==> config.mk <==
export PLATFORM = sky130hd
export DESIGN_NAME = sorted_unique_set_store_core_flat
export DESIGN_NICKNAME = d
export VERILOG_FILES = /design/src/hw/rtl/ssus_pkg.sv /design/src/hw/rtl/ssus_if.sv /design/src/hw/rtl/ssus_cell.sv /design/src/hw/rtl/sorted_unique_set_store_core.sv /design/src/flat_wrapper.sv
export SDC_FILE = /design/constraint.sdc
export NUM_CORES = 2
export LEC_CHECK = 0
export BUFFER_PORTS_ARGS = -buffer_cell sky130_fd_sc_hd__buf_2
export CELL_PAD_IN_SITES_DETAIL_PLACEMENT = 0
export CELL_PAD_IN_SITES_GLOBAL_PLACEMENT = 1
export CORE_UTILIZATION = 52
export CTS_CLUSTER_DIAMETER = 150
export CTS_CLUSTER_SIZE = 16
export DETAILED_ROUTE_END_ITERATION = 12
export PLACE_DENSITY = 0.89
export SKIP_LAST_GASP = 1
export SYNTH_ARGS = -nofsm -noshare
export SYNTH_HDL_FRONTEND = slang
export SYNTH_SLANG_ARGS = --single-unit
==> constraint.sdc <==
create_clock -name clk_i -period 6.9 [get_ports clk_i]
set_clock_uncertainty 0.1 [all_clocks]
set_input_delay 0.69 -clock clk_i [delete_from_list [all_inputs] [get_ports clk_i]]
set_output_delay 0.69 -clock clk_i [all_outputs]
set_load 0.01 [all_outputs]
==> src/hw/rtl/ssus_pkg.sv <==
// Package for the sorted unique set store: command and status codes, cell control.
// No dependencies. Every other file in hw/rtl uses it.
package ssus_pkg;

  localparam int KEY_W      = 32;
  localparam int COUNT_W    = 6;
  localparam int READ_LIMIT = 32;

  typedef enum logic [1:0] {
    OP_INSERT = 2'd0,
    OP_REMOVE = 2'd1,
    OP_READ   = 2'd2,
    OP_CLEAR  = 2'd3
  } op_e;

  typedef enum logic [1:0] {
    ST_DONE  = 2'd0,
    ST_MISS  = 2'd1,
    ST_FULL  = 2'd2,
    ST_EMPTY = 2'd3
  } status_e;

  typedef enum logic [1:0] {
    CELL_HOLD   = 2'd0,
    CELL_INSERT = 2'd1,
    CELL_REMOVE = 2'd2,
    CELL_ROTATE = 2'd3
  } cell_op_e;

  typedef enum logic {
    S_IDLE = 1'b0,
    S_READ = 1'b1
  } fsm_e;

  typedef struct packed {
    cell_op_e          op;
    logic [KEY_W-1:0]  key;
  } cell_ctl_t;

endpackage

==> src/hw/rtl/ssus_if.sv <==
// Valid/ready channel interfaces for command words and result words.
// Depends on ssus_pkg for field widths.
interface ssus_in_if;
  logic                                valid;
  logic                                ready;
  logic [1:0]                          opcode;
  logic signed [ssus_pkg::KEY_W-1:0]   key;
  logic [ssus_pkg::COUNT_W-1:0]        count;

  modport source (output valid, output opcode, output key, output count, input ready);
  modport sink   (input valid, input opcode, input key, input count, output ready);
endinterface

interface ssus_out_if;
  logic                                valid;
  logic                                ready;
  logic [1:0]                          status;
  logic signed [ssus_pkg::KEY_W-1:0]   entry_value;
  logic                                is_last;

  modport source (output valid, output status, output entry_value, output is_last,
                  input ready);
  modport sink   (input valid, input status, input entry_value, input is_last,
                  output ready);
endinterface

==> src/hw/rtl/ssus_cell.sv <==
// One compare-and-shift cell of the set chain: holds one entry.
// Depends on ssus_pkg for the cell control struct.
module ssus_cell (
  input  logic                              clk_i,
  input  ssus_pkg::cell_ctl_t               ctl_i,
  input  logic                              valid_i,
  input  logic [ssus_pkg::KEY_W-1:0]        left_val_i,
  input  logic                              left_gt_i,
  input  logic [ssus_pkg::KEY_W-1:0]        right_val_i,
  output logic [ssus_pkg::KEY_W-1:0]        val_o,
  output logic                              gt_o,
  output logic                              eq_o
);

  logic [ssus_pkg::KEY_W-1:0] val_q, val_d;

  assign gt_o  = valid_i && ($signed(val_q) > $signed(ctl_i.key));
  assign eq_o  = valid_i && (val_q == ctl_i.key);
  assign val_o = val_q;

  always_comb begin
    val_d = val_q;
    case (ctl_i.op)
      ssus_pkg::CELL_INSERT: begin
        if (!gt_o) begin
          val_d = left_gt_i ? ctl_i.key : left_val_i;
        end
      end
      ssus_pkg::CELL_REMOVE: begin
        if (!gt_o) begin
          val_d = right_val_i;
        end
      end
      ssus_pkg::CELL_ROTATE: val_d = right_val_i;
      default:               val_d = val_q;
    endcase
  end

  always_ff @(posedge clk_i) begin
    val_q <= val_d;
  end

endmodule

==> src/hw/rtl/sorted_unique_set_store_core.sv <==
// Top level of the sorted unique set store: a chain of compare-and-shift cells,
// occupancy count, read sequencer and result register. Uses ssus_pkg, ssus_if, ssus_cell.
//
//  port    dir  word                           handshake
//  in_i    in   opcode, key, count             valid/ready
//  out_o   out  status, entry_value, is_last   valid/ready
//
// Insert, remove and clear update the chain and the result register as they are taken;
// a new command word is taken every cycle while the result register drains.
// A read of at least one entry rotates the whole chain once, stalling on output back-pressure
// while entries remain, emitting the leading entries from cell 0 on the way. No command is taken meanwhile.
// Reset clears occupancy, the sequencer and result valid; cell contents are not reset.
module sorted_unique_set_store_core #(
  parameter int CAPACITY = 32
) (
  input  logic        clk_i,
  input  logic        rst_ni,
  ssus_in_if.sink     in_i,
  ssus_out_if.source  out_o
);

  localparam int OCC_W = $clog2(CAPACITY + 1);
  localparam int IDX_W = $clog2(CAPACITY);
  localparam int N_W   = (OCC_W > ssus_pkg::COUNT_W) ? OCC_W : ssus_pkg::COUNT_W;

  logic [ssus_pkg::KEY_W-1:0] vals [CAPACITY];
  logic [CAPACITY-1:0]        gt_vec, eq_vec, valid_vec;
  ssus_pkg::cell_ctl_t        ctl;

  ssus_pkg::fsm_e             state_q, state_d;
  logic [OCC_W-1:0]           occ_q, occ_d, n_q, n_d;
  logic [IDX_W-1:0]           rot_q, rot_d;

  logic                       out_valid_q;
  logic [1:0]                 status_q, status_d;
  logic [ssus_pkg::KEY_W-1:0] value_q, value_d;
  logic                       last_q, last_d;
  logic                       ld;

  logic                       slot_free, accept, hit, full, step;
  logic [N_W-1:0]             cnt_ext, occ_ext, n_calc;

  // cell chain
  for (genvar g = 0; g < CAPACITY; g++) begin : g_cell
    assign valid_vec[g] = OCC_W'(g) < occ_q;
    ssus_cell u_cell (
      .clk_i       (clk_i),
      .ctl_i       (ctl),
      .valid_i     (valid_vec[g]),
      .left_val_i  ((g == 0) ? vals[0] : vals[(g == 0) ? 0 : g - 1]),
      .left_gt_i   ((g == 0) ? 1'b1 : gt_vec[(g == 0) ? 0 : g - 1]),
      .right_val_i ((g == CAPACITY - 1) ? vals[0] : vals[(g == CAPACITY - 1) ? 0 : g + 1]),
      .val_o       (vals[g]),
      .gt_o        (gt_vec[g]),
      .eq_o        (eq_vec[g])
    );
  end

  assign hit       = |eq_vec;
  assign full      = occ_q == OCC_W'(CAPACITY);
  assign slot_free = !out_valid_q || out_o.ready;
  assign in_i.ready = (state_q == ssus_pkg::S_IDLE) && slot_free;
  assign accept    = in_i.valid && in_i.ready;

  always_comb begin
    cnt_ext = N_W'(in_i.count);
    occ_ext = N_W'(occ_q);
    n_calc  = (cnt_ext < occ_ext) ? cnt_ext : occ_ext;
    if (n_calc > N_W'(ssus_pkg::READ_LIMIT)) begin
      n_calc = N_W'(ssus_pkg::READ_LIMIT);
    end
  end

  assign step = (OCC_W'(rot_q) >= n_q) || slot_free;

  always_comb begin
    state_d  = state_q;
    occ_d    = occ_q;
    n_d      = n_q;
    rot_d    = rot_q;
    ctl.op   = ssus_pkg::CELL_HOLD;
    ctl.key  = in_i.key;
    ld       = 1'b0;
    status_d = ssus_pkg::ST_DONE;
    value_d  = '0;
    last_d   = 1'b1;
    unique case (state_q)
      ssus_pkg::S_IDLE: begin
        if (accept) begin
          unique case (ssus_pkg::op_e'(in_i.opcode))
            ssus_pkg::OP_INSERT: begin
              ld = 1'b1;
              if (hit) begin
                status_d = ssus_pkg::ST_MISS;
              end else if (full) begin
                status_d = ssus_pkg::ST_FULL;
              end else begin
                ctl.op = ssus_pkg::CELL_INSERT;
                occ_d  = occ_q + 1'b1;
              end
            end
            ssus_pkg::OP_REMOVE: begin
              ld = 1'b1;
              if (hit) begin
                ctl.op = ssus_pkg::CELL_REMOVE;
                occ_d  = occ_q - 1'b1;
              end else begin
                status_d = ssus_pkg::ST_MISS;
              end
            end
            ssus_pkg::OP_CLEAR: begin
              ld    = 1'b1;
              occ_d = '0;
            end
            ssus_pkg::OP_READ: begin
              if (n_calc == '0) begin
                ld       = 1'b1;
                status_d = ssus_pkg::ST_EMPTY;
              end else begin
                state_d = ssus_pkg::S_READ;
                n_d     = OCC_W'(n_calc);
                rot_d   = '0;
              end
            end
            default: ld = 1'b0;
          endcase
        end
      end
      ssus_pkg::S_READ: begin
        if (step) begin
          ctl.op = ssus_pkg::CELL_ROTATE;
          if (OCC_W'(rot_q) < n_q) begin
            ld      = 1'b1;
            value_d = vals[0];
            last_d  = (OCC_W'(rot_q) + 1'b1) == n_q;
          end
          if (rot_q == IDX_W'(CAPACITY - 1)) begin
            state_d = ssus_pkg::S_IDLE;
            rot_d   = '0;
          end else begin
            rot_d = rot_q + 1'b1;
          end
        end
      end
      default: state_d = ssus_pkg::S_IDLE;
    endcase
  end

  always_ff @(posedge clk_i or negedge rst_ni) begin
    if (!rst_ni) begin
      state_q     <= ssus_pkg::S_IDLE;
      occ_q       <= '0;
      n_q         <= '0;
      rot_q       <= '0;
      out_valid_q <= 1'b0;
    end else begin
      state_q <= state_d;
      occ_q   <= occ_d;
      n_q     <= n_d;
      rot_q   <= rot_d;
      if (ld) begin
        out_valid_q <= 1'b1;
      end else if (out_o.ready) begin
        out_valid_q <= 1'b0;
      end
    end
  end

  always_ff @(posedge clk_i) begin
    if (ld) begin
      status_q <= status_d;
      value_q  <= value_d;
      last_q   <= last_d;
    end
  end

  assign out_o.valid       = out_valid_q;
  assign out_o.status      = status_q;
  assign out_o.entry_value = value_q;
  assign out_o.is_last     = last_q;

  assert property (@(posedge clk_i) disable iff (!rst_ni)
    occ_q <= OCC_W'(CAPACITY))
    else $error("occupancy above capacity");

  assert property (@(posedge clk_i) disable iff (!rst_ni)
    !(in_i.valid && in_i.ready) |=> $stable(occ_q))
    else $error("occupancy changed without a command word");

  assert property (@(posedge clk_i) disable iff (!rst_ni)
    (state_q == ssus_pkg::S_READ) |=> (occ_q == $past(occ_q)))
    else $error("occupancy changed during read rotation");

  for (genvar a = 0; a + 1 < CAPACITY; a++) begin : g_order_chk
    assert property (@(posedge clk_i) disable iff (!rst_ni)
      (state_q == ssus_pkg::S_IDLE) && valid_vec[a + 1]
        |-> ($signed(vals[a]) > $signed(vals[a + 1])))
      else $error("chain not strictly descending");
  end

endmodule

==> src/flat_wrapper.sv <==
// flat-port wrapper written by rule: the top's interface ports become plain ports
module sorted_unique_set_store_core_flat 
#(
  parameter int CAPACITY = 32
)
  (clk_i, rst_ni, in_i_valid, in_i_opcode, in_i_key, in_i_count, in_i_ready, out_o_valid, out_o_status, out_o_entry_value, out_o_is_last, out_o_ready);
  ssus_in_if in_i_i ();
  ssus_out_if out_o_i ();
  input  logic clk_i;
  input  logic rst_ni;
  input wire logic [$bits(in_i_i.valid)-1:0] in_i_valid;
  input wire logic [$bits(in_i_i.opcode)-1:0] in_i_opcode;
  input wire logic [$bits(in_i_i.key)-1:0] in_i_key;
  input wire logic [$bits(in_i_i.count)-1:0] in_i_count;
  output wire logic [$bits(in_i_i.ready)-1:0] in_i_ready;
  output wire logic [$bits(out_o_i.valid)-1:0] out_o_valid;
  output wire logic [$bits(out_o_i.status)-1:0] out_o_status;
  output wire logic [$bits(out_o_i.entry_value)-1:0] out_o_entry_value;
  output wire logic [$bits(out_o_i.is_last)-1:0] out_o_is_last;
  input wire logic [$bits(out_o_i.ready)-1:0] out_o_ready;
  assign in_i_i.valid = in_i_valid;
  assign in_i_i.opcode = in_i_opcode;
  assign in_i_i.key = in_i_key;
  assign in_i_i.count = in_i_count;
  assign in_i_ready = in_i_i.ready;
  assign out_o_valid = out_o_i.valid;
  assign out_o_status = out_o_i.status;
  assign out_o_entry_value = out_o_i.entry_value;
  assign out_o_is_last = out_o_i.is_last;
  assign out_o_i.ready = out_o_ready;
  sorted_unique_set_store_core #(.CAPACITY(CAPACITY)) u_core (.clk_i(clk_i), .rst_ni(rst_ni), .in_i(in_i_i), .out_o(out_o_i));
endmodule
# Yosys cells after proc, flatten, opt, wreduce, memory -nomap -nowiden
# Cells that the tools add are included.
# totals
out_inout_bits	37
ff_bits	1078
input_bits	44
# classes
n_lt_le_gt_ge	68
n_reduce_logical	113
n_eq_ne	112
mux	165
addsub	4
n_bitwise	3
# ops
cell	count
$pmux 32 s3	32
$mux 32	95
$eq 32x32->1	32
$gt 32x32->1	32
$ne 2x2->1 const B	69
$reduce_and 3->1	33
$lt 5x6->1 const A	16
$logic_and 1x1->1	66
$lt 4x6->1 const A	8
$reduce_or 32->1	1
$mux 6	5
$mux 5	5
$lt 3x6->1 const A	4
$pmux 6 s3	1
$mux 2	7
$mux 1	13
$lt 1x6->1 const A	2
$lt 2x6->1 const A	2
$pmux 5 s2	1
$eq 2x2->1 const B	4
$pmux 2 s2	2
$reduce_and 4->1	2
$add 5x1->6 const B	1
$add 6x1->6 const B	1
other kinds (23)	31

# Longest topological paths before layout
# depth
word_depth	10
mapped_depth	16
mapped_depth_nobuf	11

# Modules after synthesis
# Synthesis repeated with hierarchy kept, for this count alone.
# hier_totals
hier_cells	9017
area_unflattened_um2	86950.9
# modules_own_cells
module	n_inst	cells_each	area_each_um2
ssus_cell	32	271	2613.8
sorted_unique_set_store_core	1	345	3310.7

# Worst setup path before layout
# No wires, ideal clock.
# synth_timing
path_type	input to register
start	input port in_i_key[9]
end	register u_core.g_cell[31].u_cell.val_q (netlist bit u_core.g_cell[31].u_cell.val_o[0]), enable pin
slack_ns	0.507
n_path_buf	4
t_arrival_ns	5.852
stages	15
setup_ns	0.441
path_cell_list	clkbuf_1 -> clkbuf_1 -> inv_1 -> ha_1 -> nand4_1 -> or4_1 -> or4b_1 -> o2111ai_2 -> a2111oi_2 -> nand4_4 -> a31oi_4 -> buf_6 -> a21boi_2 -> buf_2 -> a31oi_1
# synth_between
elab_chain_len	10
word_cells_on_any_way	79
# synth_rtl
element	line_no	rtl
from (decl)	flat_wrapper.sv:13	input wire logic [$bits(in_i_i.key)-1:0] in_i_key;
$eq 32x32->1	ssus_cell.sv:18	assign eq_o = valid_i && (val_q == ctl_i.key);
$logic_and 1x1->1	ssus_cell.sv:18	
$reduce_or 32->1	sorted_unique_set_store_core.sv:59	assign hit = |eq_vec;
$mux 2, on equally long branches	sorted_unique_set_store_core.sv:93, sorted_unique_set_store_core.sv:104	
$pmux 2 s2	sorted_unique_set_store_core.sv:90	unique case (ssus_pkg::op_e'(in_i.opcode))
$mux 2	sorted_unique_set_store_core.sv:89	if (accept) begin
$pmux 2 s2	sorted_unique_set_store_core.sv:87	unique case (state_q)
$eq 2x1->1 or $eq 2x2->1 (tied branches)	ssus_cell.sv:23	case (ctl_i.op)
$ne 2x2->1 (no line) or $reduce_bool 3->1 (tied branches)	--	
$reduce_and 3->1 (no line) *	--	
to (signal assigned)	ssus_cell.sv:40	val_q <= val_d;
to (decl)	ssus_cell.sv:15	logic [ssus_pkg::KEY_W-1:0] val_q, val_d;
# Every way passes the cells marked *; elsewhere a longest branch is shown, timed or not.
# A chain may end at the register's enable or synchronous reset.

# Worst setup path after layout
# layout_timing
start	register u_core.occ_q[1] (netlist: u_core.occ_ext[1])
end	register u_core.g_cell[0].u_cell.val_q (netlist bit u_core.g_cell[0].u_cell.val_o[17]) (data pin)
# layout_between
elab_chain_len	9
word_cells_on_any_way	76
# layout_rtl
element	line_no	rtl
from (decl)	sorted_unique_set_store_core.sv:31	logic [OCC_W-1:0] occ_q, occ_d, n_q, n_d;
from (signal assigned)	sorted_unique_set_store_core.sv:152	occ_q <= '0;
from (signal assigned)	sorted_unique_set_store_core.sv:158	occ_q <= occ_d;
$lt 5x6->1, or another cell as far along	sorted_unique_set_store_core.sv:45	assign valid_vec[g] = OCC_W'(g) < occ_q;
$logic_and 1x1->1	ssus_cell.sv:18	
$reduce_or 32->1	sorted_unique_set_store_core.sv:59	
$mux 2, on equally long branches	sorted_unique_set_store_core.sv:93, sorted_unique_set_store_core.sv:104	
$pmux 2 s2 *	sorted_unique_set_store_core.sv:90	
$mux 2 *	sorted_unique_set_store_core.sv:89	
$pmux 2 s2 *	sorted_unique_set_store_core.sv:87	
$eq 2x2->1 or $eq 2x1->1 (tied branches)	ssus_cell.sv:23	
$pmux 32 s3 *	ssus_cell.sv:23	
net u_core.g_cell[0].u_cell.val_d (one bit)	ssus_cell.sv:15	
to (signal assigned)	ssus_cell.sv:40	
to (decl)	ssus_cell.sv:15	
# The timed path passes the listed nets; every way through them passes the cells marked *.

==> flow_results.org <==
** Logic synthesis
- Share of synthesized registers carrying an async set or reset :: 0.0176
- Synth Flop Type :: edfxtp_1
- The number of nets handed over by synthesis was 8730.
- A synthesized cell averages between 10 and 15 sq um.
- Counting flops with a built-in enable in the synthesized netlist gives 1059.
- The share of the Yosys chip area taken by registers is 0.412.
- The number of different library cells used by synthesis comes to 77.
- Summed instance area of the synthesized netlist :: 78400 sq um
- The Yosys step of the flow raised 0 warnings.
- Synthesis produced 7645 cells.
- Register bit total from synthesis :: 1078

** Setup path
- Worst path max stage delay :: 0.64 ns
- Critical path buffers and inverters :: 3
- CP Cell Sequence :: inv_1 > ha_1 > nand2_1 > a21oi_1 > o22ai_1 > nor4_1 > nand4_4 > a31oi_4 > buf_12 > buf_12 > mux2_2
- For the worst flop-to-flop path, the logic depth is 11.
- Critical Path Slowest Stage Cell :: a21oi_1
- The worst setup path is launched from a flop.
- Crit. Startpoint :: u_core.occ_ext[1]
- Worst EP arrival :: 6.58 ns
- Critical Path Fanout Max :: 185
- Depth of the critical timing path with buffers and inverters included :: 11
- Library cell appearing most often on the critical path :: buf_12
- Start of the worst register-to-register path :: u_core.occ_ext[1]
- Critical path capture point type :: flop
- The critical path in this run is classified as flop to flop.
- The cell family contributing the most delay on the critical path is compound AO/OA/AOI/OAI gates.
- Worst path required time :: 7.28 ns

** Clocking
- In this run, post-CTS repair resized a total of 0 instances.
- Num CTS Buffers :: 77
- Counting along the longest clock path gives a buffer depth of 3.
- Latest clock arrival within the worst-skew pair :: ~0.73 ns
- Worst-path clk slew :: 0.08 ns
- Cell at the root of the clock tree :: clkbuf_16
- Number of clock sinks :: 1078
- H-tree levels :: 3
- TritonCTS built the clock tree.

** Floorplanning
- The floorplan step defined a core boundary enclosing about 150000 sq um.
- Area of the die :: 152000 sq um
- The floorplan step set the die height to roughly 400 microns.
- The floorplan has 142 rows.
- Top-Level Pins :: between 80 and 90
- In this run the horizontal extent of the chip is between 300 and 400 microns.
- Starting utilization of the core area :: 0.523

** Flow run
- Reported max-cap violation count :: 0

** Detailed routing
- The pre-antenna-repair detailed-routing pass consisted of 8 iterations.
- Once detail routing completed, the nets flagged for antenna violations numbered 0.
- In the final routed layout, each cell accounts on average for ~29 microns.
- Summed over all layers, the routed wires come to 275000 microns.
- Number of remaining DRC errors :: 0
- Vias per Instance :: ~6.8
- Initial DRC Count :: 8557
- Via count :: 64816

** Timing
- The count of final max-slew check failures is 0.
- Final count of negative-setup-slack endpoints :: 0
- Min Tclk post-route :: 6.20 ns
- Of the available clock period, the critical path in the final layout requires 0.899.
- In the final timing run, aggregate negative setup slack is 0 ns.
- Setup repair after global routing left no endpoint under its margin.
- Least-Margin Pin Slew :: 1.26 ns
- Maximum clock frequency :: ~0.16 GHz
- The hold violation total from the final report is 0.
- Slew HR :: 0.160
- Hold_ws :: between 0.2 and 0.25 ns

** Global route
- Antenna violations before repair :: 2
- Summed over all layers, the global routing overflow is 0.
- Overall global routing resource usage :: 0.351
- Entering global routing, the biggest net connects 217 pins.
- First-pass GRT wire length :: 401000 microns
- The via count of the first global-routing pass is 61759.

** Min path
- Start point of the worst min-delay path :: in_i_count[3]
- Worst hold path stage count :: 3
- Hold/Removal Path Class :: primary input to flop

** Final layout
- Share of final-layout standard cells stronger than drive strength 1 :: 0.0658
- Final-stage net count :: 8606
- Number of standard cells in the final layout excluding fillers :: 9551
- From synthesis to final layout, the design area changed by 6.37%.

** Power and ir drop
- Worst vdd ir :: ~650 uV
- Ratio of total power to cell area :: 606 nW/um^2
- Leakage power :: 35.4 nW

** Placed design
- Estimated wirelength of the detail-placed design :: 199000 microns
- The congestion estimate from routability-driven global placement came to roughly 1.
- Placed cells :: 9457
- Port buffering added 80 buffers.

** Run status
- The run finished with clean final reports.
-- kinds of logic (layout without fill, tap and decap cells) --
kind of cell | after synthesis | in the layout | synth area share
muxes | 1004 | 1004 | 0.129
xor gates and xnor gates | 10 | 10 | 0.00112
DFF | 1078 | 1078 | 0.412
AOI/OAI and AO/OA | 1955 | 1955 | 0.144
and+or+nand+nor | 1963 | 1963 | 0.113
buffers and inverters | 594 | 483 | 0.0356
other | 0 | 1 | 0
adders and majority gates | 1041 | 1041 | 0.166
-- cell type report --
type / count / area, sq um
fillers: 12996 / 66400
multi-input cells: 5973 / 43700
flip-flops and latches: 1078 / 32300
well taps: 2016 / 2520
repair buffers: 277 / 2320
clock buffers: 87 / 2030
inverters: 114 / 428
clock inverters: 5 / 53.8
diodes: 1 / 2.50
-- per-stage QoR --
stage          power [mW]  cell area, sq um   util  setup WS [ns]
2_1_floorplan        36.5             78400      -          0.507
3_3_place_gp         44.1             81300  0.543          0.676
3_5_place_dp         45.1             81300  0.543          0.596
4_1_cts              49.6             83400  0.557          0.938
5_1_grt              53.3             83400  0.557          0.566
6_report             50.5             83400  0.557          0.697
-- state kept, by name (all words and copies together) (netlist names), 2 cells and up --
register	cells
u_core.g_cell.u_cell.val_o	1024
u_core.out_o.entry_value	32
u_core.n_q	6
u_core.occ_ext	6
u_core.rot_q	5
u_core.out_o.status	2
-- cell usage in the layout (no fill, tap or decap), types with 36 or more instances in the layout --
master     count
o21ai_0      126
nand4_1      235
nor2b_1       72
nand3_1       53
buf_4        162
mux2_2        36
inv_1         83
buf_2         79
a31oi_1       49
a21oi_1     1265
nand2_1      209
ha_1        1041
nor2_1      1143
nor3_1        47
a21o_1       228
edfxtp_1    1059
o21a_1        41
nor4_1        48
clkbuf_16     80
o211ai_1      47
and2_1        37
mux2i_1      965
-- synthesized netlist by cell type (114+ instances only) --
cell type / number / area [sq um]
o21ai_0: 127 / 636
a21oi_1: 1279 / 6400
edfxtp_1: 1059 / 31800
mux2i_1: 968 / 9690
buf_2: 187 / 936
nor2_1: 1161 / 4360
a21o_1: 228 / 1710
clkbuf_1: 230 / 863
ha_1: 1041 / 13000
nand4_1: 235 / 1470
inv_1: 114 / 428
nand2_1: 211 / 792
-- what timing repair did --
item                      CTS  global route
hold endpoints to repair   19             0
setup buffers               0             0
hold buffers                1             0
-- worst min-delay path, delay by kind of cell --
family | cells | cell delay, ns
compound gates | 2 | 0.17
buf+inv | 1 | 0.11
-- report_power, final --
group	total (mW)	internal, mW	switching [mW]	leakage, nW
registers	18.6	14.2	4.45	10.4
clock network	4.51	2.08	2.42	1.02
logic	27.4	10.2	17.2	24.0
total	50.5	26.5	24.0	35.4
-- layer usage --
metal / track usage / wire [microns] / share of wire / up-vias
li1: - / - / - / 28568
met1: 0.477 / 110000 / 0.40 / 31344
met2: 0.517 / 116000 / 0.42 / 4029
met3: 0.0819 / 31800 / 0.12 / 871
met4: 0.191 / 17300 / 0.063 / 4
met5: 0 / 27 / 0.000098 / -
-- final timing paths --
path,end,slack [ns]
worst max-delay path,u_core.g_cell[0].u_cell.val_o[17],0.70
worst min-delay path,u_core.n_q[3],0.22
worst max register to register,u_core.g_cell[0].u_cell.val_o[17],0.70
worst min register to register,u_core.n_q[5],0.48
max in group asynchronous,u_core.occ_ext[0],6.00
min in group asynchronous,u_core.occ_ext[1],0.36
Power figures use the tool's default switching activity.
